--- src/abf_pkg.sv ---
// shared types and constants of the ac3 burst framer
`default_nettype none
package abf_pkg;

  localparam int unsigned BYTE_W   = 8;
  localparam int unsigned LEN_W    = 13;
  localparam int unsigned WORD_W   = 16;
  localparam int unsigned REP_W    = 14;
  localparam int unsigned MINB_W   = 15;
  localparam int unsigned STEP_W   = 4;
  localparam int unsigned IN_DATA_W  = 24;
  localparam int unsigned OUT_DATA_W = 32;

  localparam logic [WORD_W-1:0] SYNC_A = 16'hF872;
  localparam logic [WORD_W-1:0] SYNC_B = 16'h4E1F;
  localparam logic [WORD_W-1:0] BURST_ROUND = 16'd2047;
  localparam logic [13:0]       HEADER_BYTES = 14'd16;

  localparam logic [WORD_W-1:0] PC_RESET   = 16'd1;
  localparam logic [MINB_W-1:0] MINB_RESET = 15'd6144;

  // register indexes of the configuration port
  localparam logic REG_PC_WORD   = 1'b0;
  localparam logic REG_MIN_BURST = 1'b1;

  // back end sequence positions: header words 0..7, then data, then padding
  localparam logic [STEP_W-1:0] STEP_HDR_FIRST = 4'd0;
  localparam logic [STEP_W-1:0] STEP_SYNC_A    = 4'd4;
  localparam logic [STEP_W-1:0] STEP_SYNC_B    = 4'd5;
  localparam logic [STEP_W-1:0] STEP_PC        = 4'd6;
  localparam logic [STEP_W-1:0] STEP_HDR_LAST  = 4'd7;
  localparam logic [STEP_W-1:0] STEP_DATA      = 4'd8;
  localparam logic [STEP_W-1:0] STEP_PAD       = 4'd9;

  // one classified input item as it travels through the queue
  typedef struct packed {
    logic              first;
    logic [WORD_W-1:0] pc;
    logic [WORD_W-1:0] len_bits;
    logic              has_word;
    logic [WORD_W-1:0] word;
    logic              last;
    logic              pad_en;
    logic [REP_W-1:0]  pad;
  } abf_rec_t;

endpackage
`default_nettype wire

--- src/abf_front.sv ---
// front end: config registers, frame position tracking, item classification
`default_nettype none
module abf_front
  import abf_pkg::*;
#(
  parameter int unsigned MAX_FRAME_BYTES = 8191
) (
  input  wire logic              clk,
  input  wire logic              rst,
  input  wire logic              cfg_we,
  input  wire logic              cfg_index,
  input  wire logic [WORD_W-1:0] cfg_data,
  input  wire logic              in_valid,
  output      logic              in_ready,
  input  wire logic [BYTE_W-1:0] data_byte,
  input  wire logic [LEN_W-1:0]  frame_bytes,
  input  wire logic              q_full,
  output      logic              q_push,
  output      abf_rec_t          q_rec
);

  localparam logic [LEN_W-1:0] MAX_LEN = LEN_W'(MAX_FRAME_BYTES);

  logic [WORD_W-1:0] pc_word;
  logic [MINB_W-1:0] min_burst_bytes;
  logic [LEN_W-1:0]  bytes_seen;
  logic [LEN_W-1:0]  frame_length;
  logic [BYTE_W-1:0] held_byte;

  logic              first;
  logic [LEN_W-1:0]  fl_sat;
  logic [LEN_W-1:0]  fl;
  logic [LEN_W:0]    pos_p1;
  logic              last;
  logic              odd;
  logic [13:0]       fl_p1;
  logic [13:0]       need;
  logic [15:0]       need_up;
  logic [15:0]       min_up;
  logic [15:0]       len_unit;
  logic [15:0]       len_min;
  logic [15:0]       burst_len;
  logic [15:0]       pad_wide;
  logic              accept;

  assign in_ready = !q_full;
  assign accept   = in_valid && in_ready;
  assign q_push   = accept;

  assign first  = (bytes_seen == '0);
  always_comb begin
    if (frame_bytes == '0) begin
      fl_sat = LEN_W'(1);
    end else if (frame_bytes > MAX_LEN) begin
      fl_sat = MAX_LEN;
    end else begin
      fl_sat = frame_bytes;
    end
  end
  assign fl     = first ? fl_sat : frame_length;
  assign pos_p1 = {1'b0, bytes_seen} + (LEN_W+1)'(1);
  assign last   = (pos_p1 >= {1'b0, fl});
  assign odd    = bytes_seen[0];

  // burst length: max(min burst, even payload+header) up to whole 2048 byte units
  assign fl_p1     = {1'b0, fl} + 14'd1;
  assign need      = {fl_p1[13:1], 1'b0} + HEADER_BYTES;
  assign need_up   = {2'b00, need} + BURST_ROUND;
  assign min_up    = {1'b0, min_burst_bytes} + BURST_ROUND;
  assign len_unit  = {need_up[15:11], 11'd0};
  assign len_min   = {min_up[15:11], 11'd0};
  assign burst_len = (len_min > len_unit) ? len_min : len_unit;
  assign pad_wide  = (burst_len - {2'b00, need}) >> 1;

  always_comb begin
    q_rec.first    = first;
    q_rec.pc       = pc_word;
    q_rec.len_bits = {fl, 3'b000};
    q_rec.has_word = odd || last;
    q_rec.word     = odd ? {held_byte, data_byte} : {data_byte, 8'h00};
    q_rec.last     = last;
    q_rec.pad      = pad_wide[REP_W-1:0];
    q_rec.pad_en   = last && (pad_wide != '0);
  end

  always_ff @(posedge clk) begin
    if (rst) begin
      pc_word         <= PC_RESET;
      min_burst_bytes <= MINB_RESET;
    end else if (cfg_we) begin
      unique case (cfg_index)
        REG_PC_WORD:   pc_word         <= cfg_data;
        REG_MIN_BURST: min_burst_bytes <= cfg_data[MINB_W-1:0];
        default:       pc_word         <= pc_word;
      endcase
    end
  end

  always_ff @(posedge clk) begin
    if (rst) begin
      bytes_seen   <= '0;
      frame_length <= '0;
      held_byte    <= '0;
    end else if (accept) begin
      if (first) begin
        frame_length <= fl_sat;
      end
      if (!odd && !last) begin
        held_byte <= data_byte;
      end
      bytes_seen <= last ? '0 : pos_p1[LEN_W-1:0];
    end
  end

endmodule
`default_nettype wire

--- src/abf_fifo.sv ---
// short queue of classified items between front and back end
`default_nettype none
module abf_fifo
  import abf_pkg::*;
#(
  parameter int unsigned DEPTH = 4
) (
  input  wire logic     clk,
  input  wire logic     rst,
  input  wire logic     push,
  input  wire abf_rec_t push_rec,
  output      logic     full,
  input  wire logic     pop,
  output      logic     empty,
  output      abf_rec_t pop_rec
);

  localparam int unsigned PTR_W = (DEPTH > 1) ? $clog2(DEPTH) : 1;
  localparam int unsigned CNT_W = $clog2(DEPTH + 1);
  localparam logic [PTR_W-1:0] PTR_LAST = PTR_W'(DEPTH - 1);
  localparam logic [CNT_W-1:0] CNT_FULL = CNT_W'(DEPTH);

  abf_rec_t         mem [DEPTH];
  logic [PTR_W-1:0] wr_ptr;
  logic [PTR_W-1:0] rd_ptr;
  logic [CNT_W-1:0] count;
  logic             do_push;
  logic             do_pop;

  assign full    = (count == CNT_FULL);
  assign empty   = (count == '0);
  assign do_push = push && !full;
  assign do_pop  = pop && !empty;
  assign pop_rec = mem[rd_ptr];

  always_ff @(posedge clk) begin
    if (do_push) begin
      mem[wr_ptr] <= push_rec;
    end
  end

  always_ff @(posedge clk) begin
    if (rst) begin
      wr_ptr <= '0;
      rd_ptr <= '0;
      count  <= '0;
    end else begin
      if (do_push) begin
        wr_ptr <= (wr_ptr == PTR_LAST) ? '0 : wr_ptr + PTR_W'(1);
      end
      if (do_pop) begin
        rd_ptr <= (rd_ptr == PTR_LAST) ? '0 : rd_ptr + PTR_W'(1);
      end
      if (do_push && !do_pop) begin
        count <= count + CNT_W'(1);
      end else if (do_pop && !do_push) begin
        count <= count - CNT_W'(1);
      end
    end
  end

endmodule
`default_nettype wire

--- src/abf_back.sv ---
// back end: expands each queued item into header, data and padding results
`default_nettype none
module abf_back
  import abf_pkg::*;
(
  input  wire logic              clk,
  input  wire logic              rst,
  input  wire logic              q_empty,
  input  wire abf_rec_t          q_rec,
  output      logic              q_pop,
  output      logic              out_valid,
  input  wire logic              out_ready,
  output      logic [WORD_W-1:0] out_word,
  output      logic [REP_W-1:0]  out_rep,
  output      logic              out_eob,
  output      logic              out_eor
);

  abf_rec_t          cur;
  logic              cur_valid;
  logic [STEP_W-1:0] step;
  logic [STEP_W-1:0] step_next;
  logic [STEP_W-1:0] load_step;
  logic              emit;
  logic              cur_final;
  logic              load;
  logic              q_any;
  logic [WORD_W-1:0] emit_word;
  logic [REP_W-1:0]  emit_rep;

  assign emit = cur_valid && (!out_valid || out_ready);

  always_comb begin
    cur_final = (step == STEP_PAD) ||
                ((step == STEP_DATA) && !cur.pad_en) ||
                ((step == STEP_HDR_LAST) && !cur.has_word && !cur.pad_en);
  end

  // a held byte without header gives no result and is dropped on load
  assign q_any     = q_rec.first || q_rec.has_word || q_rec.pad_en;
  assign load      = !q_empty && (!cur_valid || (emit && cur_final));
  assign q_pop     = load;
  assign load_step = q_rec.first ? STEP_HDR_FIRST : (q_rec.has_word ? STEP_DATA : STEP_PAD);

  always_comb begin
    if (step == STEP_HDR_LAST) begin
      step_next = cur.has_word ? STEP_DATA : STEP_PAD;
    end else begin
      step_next = step + STEP_W'(1);
    end
  end

  always_comb begin
    emit_rep = REP_W'(1);
    unique case (step)
      STEP_SYNC_A:   emit_word = SYNC_A;
      STEP_SYNC_B:   emit_word = SYNC_B;
      STEP_PC:       emit_word = cur.pc;
      STEP_HDR_LAST: emit_word = cur.len_bits;
      STEP_DATA:     emit_word = cur.word;
      STEP_PAD: begin
        emit_word = '0;
        emit_rep  = cur.pad;
      end
      // stuffing words
      default:       emit_word = '0;
    endcase
  end

  always_ff @(posedge clk) begin
    if (rst) begin
      cur_valid <= 1'b0;
      step      <= STEP_HDR_FIRST;
    end else if (load) begin
      cur_valid <= q_any;
      step      <= load_step;
    end else if (emit) begin
      if (cur_final) begin
        cur_valid <= 1'b0;
      end else begin
        step <= step_next;
      end
    end
  end

  always_ff @(posedge clk) begin
    if (load) begin
      cur <= q_rec;
    end
  end

  always_ff @(posedge clk) begin
    if (rst) begin
      out_valid <= 1'b0;
    end else if (emit) begin
      out_valid <= 1'b1;
    end else if (out_ready) begin
      out_valid <= 1'b0;
    end
  end

  always_ff @(posedge clk) begin
    if (emit) begin
      out_word <= emit_word;
      out_rep  <= emit_rep;
      out_eor  <= cur_final;
      out_eob  <= cur_final && cur.last;
    end
  end

  a_step_range: assert property (@(posedge clk) disable iff (rst)
    cur_valid |-> (step <= STEP_PAD))
    else $error("back end step out of range");

  a_eob_ends_run: assert property (@(posedge clk) disable iff (rst)
    out_valid && out_eob |-> out_eor)
    else $error("end of burst without end of run");

  a_rep_nonzero: assert property (@(posedge clk) disable iff (rst)
    out_valid |-> (out_rep != '0))
    else $error("zero repeat count on a result");

  a_header_only_with_first: assert property (@(posedge clk) disable iff (rst)
    cur_valid && (step < STEP_DATA) |-> cur.first)
    else $error("header word for an item that does not open a frame");

endmodule
`default_nettype wire

--- src/ac3_burst_framer_top.sv ---
// top level of the ac3 burst framer: front end, item queue, back end
// path: an accepted item is registered in the queue, in cur and at the output port
// throughput: one byte per cycle enters while the queue has room; results leave at
//   most one per cycle, held while m_tready is low; a frame start adds eight header
//   results and a frame end one padding result, buffered in QUEUE_DEPTH entries
// reset: synchronous rst clears position state, queue and output; pc_word = 1,
//   min_burst_bytes = 6144
`default_nettype none
module ac3_burst_framer_top
  import abf_pkg::*;
#(
  parameter int unsigned MAX_FRAME_BYTES = 8191,
  parameter int unsigned QUEUE_DEPTH     = 4
) (
  input  wire logic                  clk,
  input  wire logic                  rst,
  input  wire logic                  cfg_we,
  input  wire logic                  cfg_index,
  input  wire logic [WORD_W-1:0]     cfg_data,
  input  wire logic                  s_tvalid,
  output      logic                  s_tready,
  input  wire logic [IN_DATA_W-1:0]  s_tdata,   // data_byte[7:0], frame_bytes[20:8]
  output      logic                  m_tvalid,
  input  wire logic                  m_tready,
  output      logic [OUT_DATA_W-1:0] m_tdata,   // word[15:0], repeat_count[29:16]
  output      logic                  m_tlast,   // end_of_burst
  output      logic                  m_tuser    // end_of_run
);

  abf_rec_t          push_rec;
  abf_rec_t          pop_rec;
  logic              q_push;
  logic              q_full;
  logic              q_pop;
  logic              q_empty;
  logic [WORD_W-1:0] out_word;
  logic [REP_W-1:0]  out_rep;

  abf_front #(
    .MAX_FRAME_BYTES(MAX_FRAME_BYTES)
  ) u_front (
    .clk         (clk),
    .rst         (rst),
    .cfg_we      (cfg_we),
    .cfg_index   (cfg_index),
    .cfg_data    (cfg_data),
    .in_valid    (s_tvalid),
    .in_ready    (s_tready),
    .data_byte   (s_tdata[BYTE_W-1:0]),
    .frame_bytes (s_tdata[BYTE_W+LEN_W-1:BYTE_W]),
    .q_full      (q_full),
    .q_push      (q_push),
    .q_rec       (push_rec)
  );

  abf_fifo #(
    .DEPTH(QUEUE_DEPTH)
  ) u_fifo (
    .clk      (clk),
    .rst      (rst),
    .push     (q_push),
    .push_rec (push_rec),
    .full     (q_full),
    .pop      (q_pop),
    .empty    (q_empty),
    .pop_rec  (pop_rec)
  );

  abf_back u_back (
    .clk       (clk),
    .rst       (rst),
    .q_empty   (q_empty),
    .q_rec     (pop_rec),
    .q_pop     (q_pop),
    .out_valid (m_tvalid),
    .out_ready (m_tready),
    .out_word  (out_word),
    .out_rep   (out_rep),
    .out_eob   (m_tlast),
    .out_eor   (m_tuser)
  );

  assign m_tdata = {2'b00, out_rep, out_word};

endmodule
`default_nettype wire
--- config.mk ---
export PLATFORM = sky130hd
export DESIGN_NAME = ac3_burst_framer_top
export DESIGN_NICKNAME = d
export VERILOG_FILES = /design/src/abf_pkg.sv /design/src/abf_front.sv /design/src/abf_fifo.sv /design/src/abf_back.sv /design/src/ac3_burst_framer_top.sv
export SDC_FILE = /design/constraint.sdc
export NUM_CORES = 1
export LEC_CHECK = 0
export BUFFER_PORTS_ARGS = -buffer_cell sky130_fd_sc_hd__buf_2
export CORE_MARGIN = 5
export CORE_UTILIZATION = 65
export DETAILED_ROUTE_END_ITERATION = 12
export GPL_ROUTABILITY_DRIVEN = 0
export HOLD_SLACK_MARGIN = 0.05
export PLACE_DENSITY = 0.9
export SYNTH_ARGS = -nofsm -noshare
export SYNTH_HDL_FRONTEND = slang
export SYNTH_SLANG_ARGS = --single-unit
--- constraint.sdc ---
create_clock -name clk -period 15.1 [get_ports clk]
set_input_delay 1.51 -clock clk [delete_from_list [all_inputs] [get_ports clk]]
set_output_delay 1.51 -clock clk [all_outputs]
set_load 0.005 [all_outputs]
==> impl_metrics.yaml, run 1 <==
status:
  outcome: "complete, no violations"
global_route:
  grt_pass1_vias: 10357
  grt_max_degree: 75
  grt_pass1_wl_um: 61580
  antenna_found_initial: 0
  grt_usage: 0.2612
  overflow: 0
synth:
  yosys.area.top_type: "edfxtp_1"
  post-synth-top-count-cell: "edfxtp_1"
  post_synth_mux_area_share: 0.09725
  synth.distinct_cells: 74
  yosysWarnings: 0
  synth_top_family_by_area: "multiplexers"
  synthArstFlopShare: 0
  synth_xor_area_frac: 0.02403
  synth_edf_count: 346
  synthAdderAreaFrac: 0.02572
  synth-compound-area-share: 0.07442
  synth_ff_type: "edfxtp_1"
  synthTopCellsByCount: "edfxtp_1, nand2_1, dfxtp_1"
  synth-seq-cells: 426
  synth_area_leaders: "edfxtp_1, dfxtp_1, mux4_2"
  yosysTopAreaCellShare: 0.5835
  ys_seq_area_frac: 0.6735
  syn_area_per_cell_um2: 15.26
  syn_inst: 1167
  synth-simple-area-share: 0.08369
  synth_area_mm2: 0.01781
layout:
  antenna_cells: 0
  area_growth_pct: 11.24
  post-route-util: 0.7349
  nNetsFinal: 1324
  stdcell_area_mm2: 0.01981
  nFillCells: 1495
  fin_cells: 1615
  drive_gt1_frac: 0.1986
clocking:
  hold_buffers: 0
  cts_tree: "built"
  h-tree-depth: 2
  post_cts_buffers: 0
  clockBufferDepth: 3
  cts_buffers: 41
  cts_root_buf: "clkbuf_16"
  postCtsResizedCells: 0
  numClockSinks: 426
  worstSkewPairLatency_ns: 0.54
  path_clk_slew_ns: 0.06
sta:
  hold_ws_ns: 0.4582
  rsz0062_at_grt: "false"
  hold_viol: 0
  setup_violations: 0
  tns_ns: 0
  layout_min_cycle_time_ns: 9.639
  fmax_ghz: 0.1038
  setup_ws_ns: 5.461
  fin_crit_sh: 0.6383
  worst_clock_skew_ns: 0.01735
  relSlewSlack: 0.2715
  worst_pin_slew_ns: 1.091
  drv_slew: 0
worst_setup_path:
  critPathArrivalTime_ns: 9.89
  cp-end-kind: "register"
  cp-start-kind: "register"
  crit_top_cell: "ha_1"
  cpMaxStageDelayCell: "o21ai_0"
  criticalPathCategory: "register to register"
  cp.required_ns: 15.35
  max_stage_delay_ns: 0.84
  path_max_fanout: 12
power_and_ir_drop:
  finalPower_mw: 3.574
  power_density_mw_per_mm2: 180.5
  cellLeakagePower_nw: 7.025
  irDropWorstVdd_v: 0.0001021
floorplanning:
  rows: 60
  ios: 82
  start_util: 0.6607
  die_x_um: 175.5
  core_area_mm2: 0.02695
  die_area_mm2: 0.03080
  die_h_um: 175.5
routing:
  routed_wl_um: 40010
  drt-vias-per-instance: 6.700
  num_vias: 10821
  ant_nets: 0
  dr.pass1.iters: 6
  drc: 0
  wire_per_inst_um: 24.77
  drt_iter0_drc: 1410
place:
  preCtsSetupSlack_ns: 6.142
  dp.final_hpwl_um: 23300
  portBuffers: 76
  dpl.cell_count: 1540
  place_area_mm2: 0.01846
hold_path:
  hold_path_class: "register to register"
run:
  cap_violations: 0
## where the power goes
part / internal [mW] / switching [mW] / total (mW)
clock network: 0.600 / 0.422 / 1.02
registers: 1.60 / 0.116 / 1.72
logic: 0.321 / 0.515 / 0.835
total: 2.52 / 1.05 / 3.57
## flip-flops by register name (all words and copies together) (netlist names), 2 cells and up, named ones only
register                 count
u_back.step                  4
u_front.bytes_seen          13
u_back.out_rep              14
u_fifo.count                 3
u_fifo.rd_ptr                2
u_back.out_word             16
u_fifo.wr_ptr                2
u_front.pc_word             16
u_fifo.mem                 252
u_front.min_burst_bytes     15
u_back.cur                  62
u_front.frame_length        13
u_front.held_byte            8
## kinds of logic after synthesis
group,Yosys count
flip-flops,426
other,2
AND/OR/NAND/NOR,291
buffers and inverters,85
multiplexers,92
adder cells (fa/ha/maj),36
XOR/XNOR,48
AO/OA/AOI/OAI,187
## cell usage in the layout, fill, tap and decap left out, types with 7 or more instances in the layout
| master | Yosys | routed |
|---|---|---|
| edfxtp_1 | 346 | 346 |
| nand2_1 | 110 | 110 |
| dfxtp_1 | 80 | 78 |
| buf_2 | 5 | 76 |
| mux4_2 | 63 | 63 |
| a21oi_1 | 60 | 60 |
| clkbuf_16 | 0 | 42 |
| nor2_1 | 38 | 38 |
| ha_1 | 35 | 35 |
| and2_1 | 30 | 30 |
| o21ai_0 | 29 | 29 |
| xnor2_1 | 29 | 29 |
| nand3_1 | 28 | 28 |
| inv_1 | 26 | 25 |
| xor2_1 | 18 | 18 |
| mux2i_1 | 17 | 17 |
| buf_4 | 2 | 14 |
| a211oi_1 | 13 | 13 |
| a31oi_1 | 12 | 12 |
| nor3_1 | 12 | 12 |
| a221oi_1 | 12 | 12 |
| and3_1 | 15 | 11 |
| a22o_1 | 11 | 11 |
| nand2b_1 | 9 | 9 |
| o31ai_1 | 9 | 9 |
| mux2_2 | 9 | 9 |
| nor2b_1 | 8 | 8 |
| a21o_1 | 8 | 8 |
| clkbuf_1 | 41 | 8 |
| nor4_1 | 7 | 7 |
| clkinv_2 | 0 | 7 |
| clkinv_1 | 0 | 7 |
## worst paths after layout
check / startpoint / to / slack (ns) / depth (start not counted)
min: u_front.min_burst_bytes[9]$_SDFFE_PP0P_ / u_front.min_burst_bytes[9]$_SDFFE_PP0P_ / 0.46 / 2
max: u_front.bytes_seen[0]$_SDFFE_PP0P_ / u_fifo.mem[3][14]$_DFFE_PP_ / 5.46 / 31
min reg2reg: u_front.min_burst_bytes[9]$_SDFFE_PP0P_ / u_front.min_burst_bytes[9]$_SDFFE_PP0P_ / 0.46 / 2
max reg2reg: u_front.bytes_seen[0]$_SDFFE_PP0P_ / u_fifo.mem[3][14]$_DFFE_PP_ / 5.46 / 31
## metal layers
| metal | vias to the layer above | routed length (um) | track usage |
|---|---|---|---|
| met5 | - | 0 | 0 |
| met4 | 0 | 1406 | 0.08382 |
| li1 | 4638 | - | - |
| met1 | 5283 | 14990 | 0.3643 |
| met2 | 781 | 19670 | 0.4327 |
| met3 | 119 | 3942 | 0.04003 |
## critical path, delay by kind of cell, from the launching register on
family	cells	cell delay, ns
compound gates	11	3.05
xor+xnor	2	0.53
fa+ha+maj	5	1.72
buf+inv	1	0.50
flops	1	0.33
simple gates	12	3.24
## cell type report
type / instances / area [um2] / share of cell area
clock buffer: 54 / 1136 / 0.05736
timing repair buffer: 90 / 485.5 / 0.02451
inverter: 26 / 97.59 / 0.004927
sequential: 426 / 12000 / 0.6057
tap: 341 / 426.7 / 0.02154
multi-input combinational: 657 / 5449 / 0.2751
clock inverter: 21 / 215.2 / 0.01087
Power figures use the tool's default switching activity.
==> run 2, diff against run 1 <==
CORE_UTILIZATION = 55   (was 65)
PLACE_DENSITY = 0.81   (was 0.9)
clock period = 8.5 ns   (was 15.1 ns; I/O delays follow)
==> run 2 against run 1 <==
  * Critical endpoint is now u_fifo.mem[1][14]$_DFFE_PP_
  * Worst hold slack worse by 0.0020 ns
  * Sequential share of layout area is 0.49 points lower
  * Global-route usage shrank 5.7 points
  * Largest cell class unchanged
  * Via count decreased by 5.4%
==> impl_metrics.yaml, run 2 (synthesis results as in run 1) <==
power_and_ir_drop:
  switching_share: 0.2900
  power_density_mw_per_mm2: 313.2
  p_int_mw: 4.439
  seqPwrFrac: 0.484
  power_frac_clock: 0.288
  irDropWorstVdd_v: 0.0001522
  comb_power_share: 0.228
  cellLeakagePower_nw: 7.055
  power.switching_mw: 1.814
global_route:
  grt_pass1_wl_um: 57460
  antenna_found_initial: 0
  overflow: 0
  grt_use_met1: 0.2879
  use_met3: 0.03560
  grt_usage: 0.2047
  grt_pass1_vias: 10314
  grt_max_degree: 75
  grt-busiest-layer: "met2"
  met2_usage: 0.3344
routing:
  routed_wl_um: 36670
  dr.pass1.iters: 5
  drt_iter0_drc: 944
  ant_nets: 0
  drc: 0
  num_vias: 10236
  drt-vias-per-instance: 5.965
  wire_per_inst_um: 21.37
layout:
  drive_gt1_frac: 0.2061
  regMostFlops: "u_fifo.mem"
  final_common_cell: "edfxtp_1"
  reg_top3: "u_fifo.mem: 252 flops, u_back.cur: 62 flops"
  largest_reg_flops: 252
  nNetsFinal: 1329
  antenna_cells: 0
  post-route-util: 0.6279
  final_cell_mix: "edfxtp_1, nand2_1, dfxtp_1"
  area_growth_pct: 12.14
  stdcell_area_mm2: 0.01997
  nFillCells: 2219
sta:
  relSlewSlack: 0.2405
  drv_slew: 0
  setup_ws_ns: 0.7349
  hold_viol: 0
  layout_min_cycle_time_ns: 7.765
  fin_crit_sh: 0.9135
  fmax_ghz: 0.1288
  setup_violations: 0
  rsz0062_at_grt: "false"
  worst_clock_skew_ns: 0.01362
  worst_pin_slew_ns: 1.139
  tns_ns: 0
worst_setup_path:
  criticalPathCategory: "register to register"
  cp_top_family: "simple AND/OR/NAND/NOR gates"
  cp-start-kind: "register"
  crit_top_cell: "ha_1"
  max_stage_delay_ns: 0.61
  critPathBufInv: 2
  cp.required_ns: 8.77
  path_max_fanout: 7
  critPathArrivalTime_ns: 8.04
  cpMaxStageDelayCell: "or4b_1"
  cp-end-kind: "register"
clocking:
  cts_tree: "built"
  hold_buffers: 0
  cts_root_buf: "clkbuf_16"
  path_clk_slew_ns: 0.06
  h-tree-depth: 2
  clockBufferDepth: 3
  worstSkewPairLatency_ns: 0.54
  numClockSinks: 426
  cts_buffers: 43
floorplanning:
  core_area_mm2: 0.03180
  ios: 82
  die_h_um: 189.9
  die_x_um: 189.9
  rows: 65
  die_area_mm2: 0.03607
  start_util: 0.5599
run:
  cap_violations: 0
status:
  outcome: "complete, no violations"
place:
  place_area_mm2: 0.01860
  dp.final_hpwl_um: 22750
  portBuffers: 76
  preCtsSetupSlack_ns: 0.6990
hold_path:
  hold_path_class: "register to register"
-- run 2: cell types whose count changed in the layout (fill, tap and decap cells not counted), moves of 2 or more --
cell / delta
buf_4: +3
bufinv_16: -4
clkbuf_16: +4
clkinv_1: -3
clkinv_2: +4
clkinvlp_4: +2
inv_4: +2
-- run 2: worst register-to-register path: cells and delay by family, from the launching register on --
kind                     cells  cell delay, ns
AND/OR/NAND/NOR             14            3.45
XOR/XNOR                     2            0.53
multiplexers                 1            0.32
flip-flops                   1            0.35
adder cells (fa/ha/maj)      4            1.00
buffers and inverters        2            0.24
AO/OA/AOI/OAI               10            1.60
-- run 2: repair_timing --
action | CTS | global route
resized for setup | 0 | 1
setup buffers | 0 | 0
endpoints found under the setup margin | 0 | 4
-- run 2: layout make-up --
type,instances,area [um2],share of cell area
clock buffer,57,1232,0.06172
sequential,426,12000,0.6008
inverter,26,97.59,0.004888
clock inverter,22,131.4,0.006579
tap,435,544.3,0.02726
multi-input combinational,657,5458,0.2733
timing repair buffer,93,508.0,0.02544
-- run 2: power groups by stage --
stage	logic, mW	clock network, mW	registers (mW)
finish	1.43	1.80	3.02
global route	1.56	1.92	3.06
CTS	1.43	1.83	3.03
detailed placement	1.41	0	3.06
global placement	1.38	0	3.04
floorplan	1.03	0	2.98
-- run 2: worst paths after layout --
| kind | slack (ns) | to | start | depth (start not counted) |
|---|---|---|---|---|
| setup reg to reg | 0.73 | u_fifo.mem[1][14]$_DFFE_PP_ | u_front.bytes_seen[1]$_SDFFE_PP0P_ | 33 |
| setup / recovery | 0.73 | u_fifo.mem[1][14]$_DFFE_PP_ | u_front.bytes_seen[1]$_SDFFE_PP0P_ | 33 |
| hold reg to reg | 0.46 | u_front.min_burst_bytes[10]$_SDFFE_PP0P_ | u_front.min_burst_bytes[10]$_SDFFE_PP0P_ | 2 |
| hold / removal | 0.46 | u_front.min_burst_bytes[10]$_SDFFE_PP0P_ | u_front.min_burst_bytes[10]$_SDFFE_PP0P_ | 2 |
-- run 2: stage by stage --
stage / total power, mW / hold slack [ns] / cells
final: 6.253 / 0.4563 / 1716
after detailed placement: 4.473 / 0.4493 / 1637
after global placement: 4.417 / 0.4428 / 1637
after global routing: 6.540 / 0.4778 / 1716
after CTS: 6.291 / 0.4557 / 1716
after floorplan: 4.006 / 0.4343 / 1168
-- run 2: layer usage --
metal	share of wire	wire length, um
met5	0	0
met1	0.42	15510
met4	0.026	971
met2	0.48	17650
met3	0.069	2536
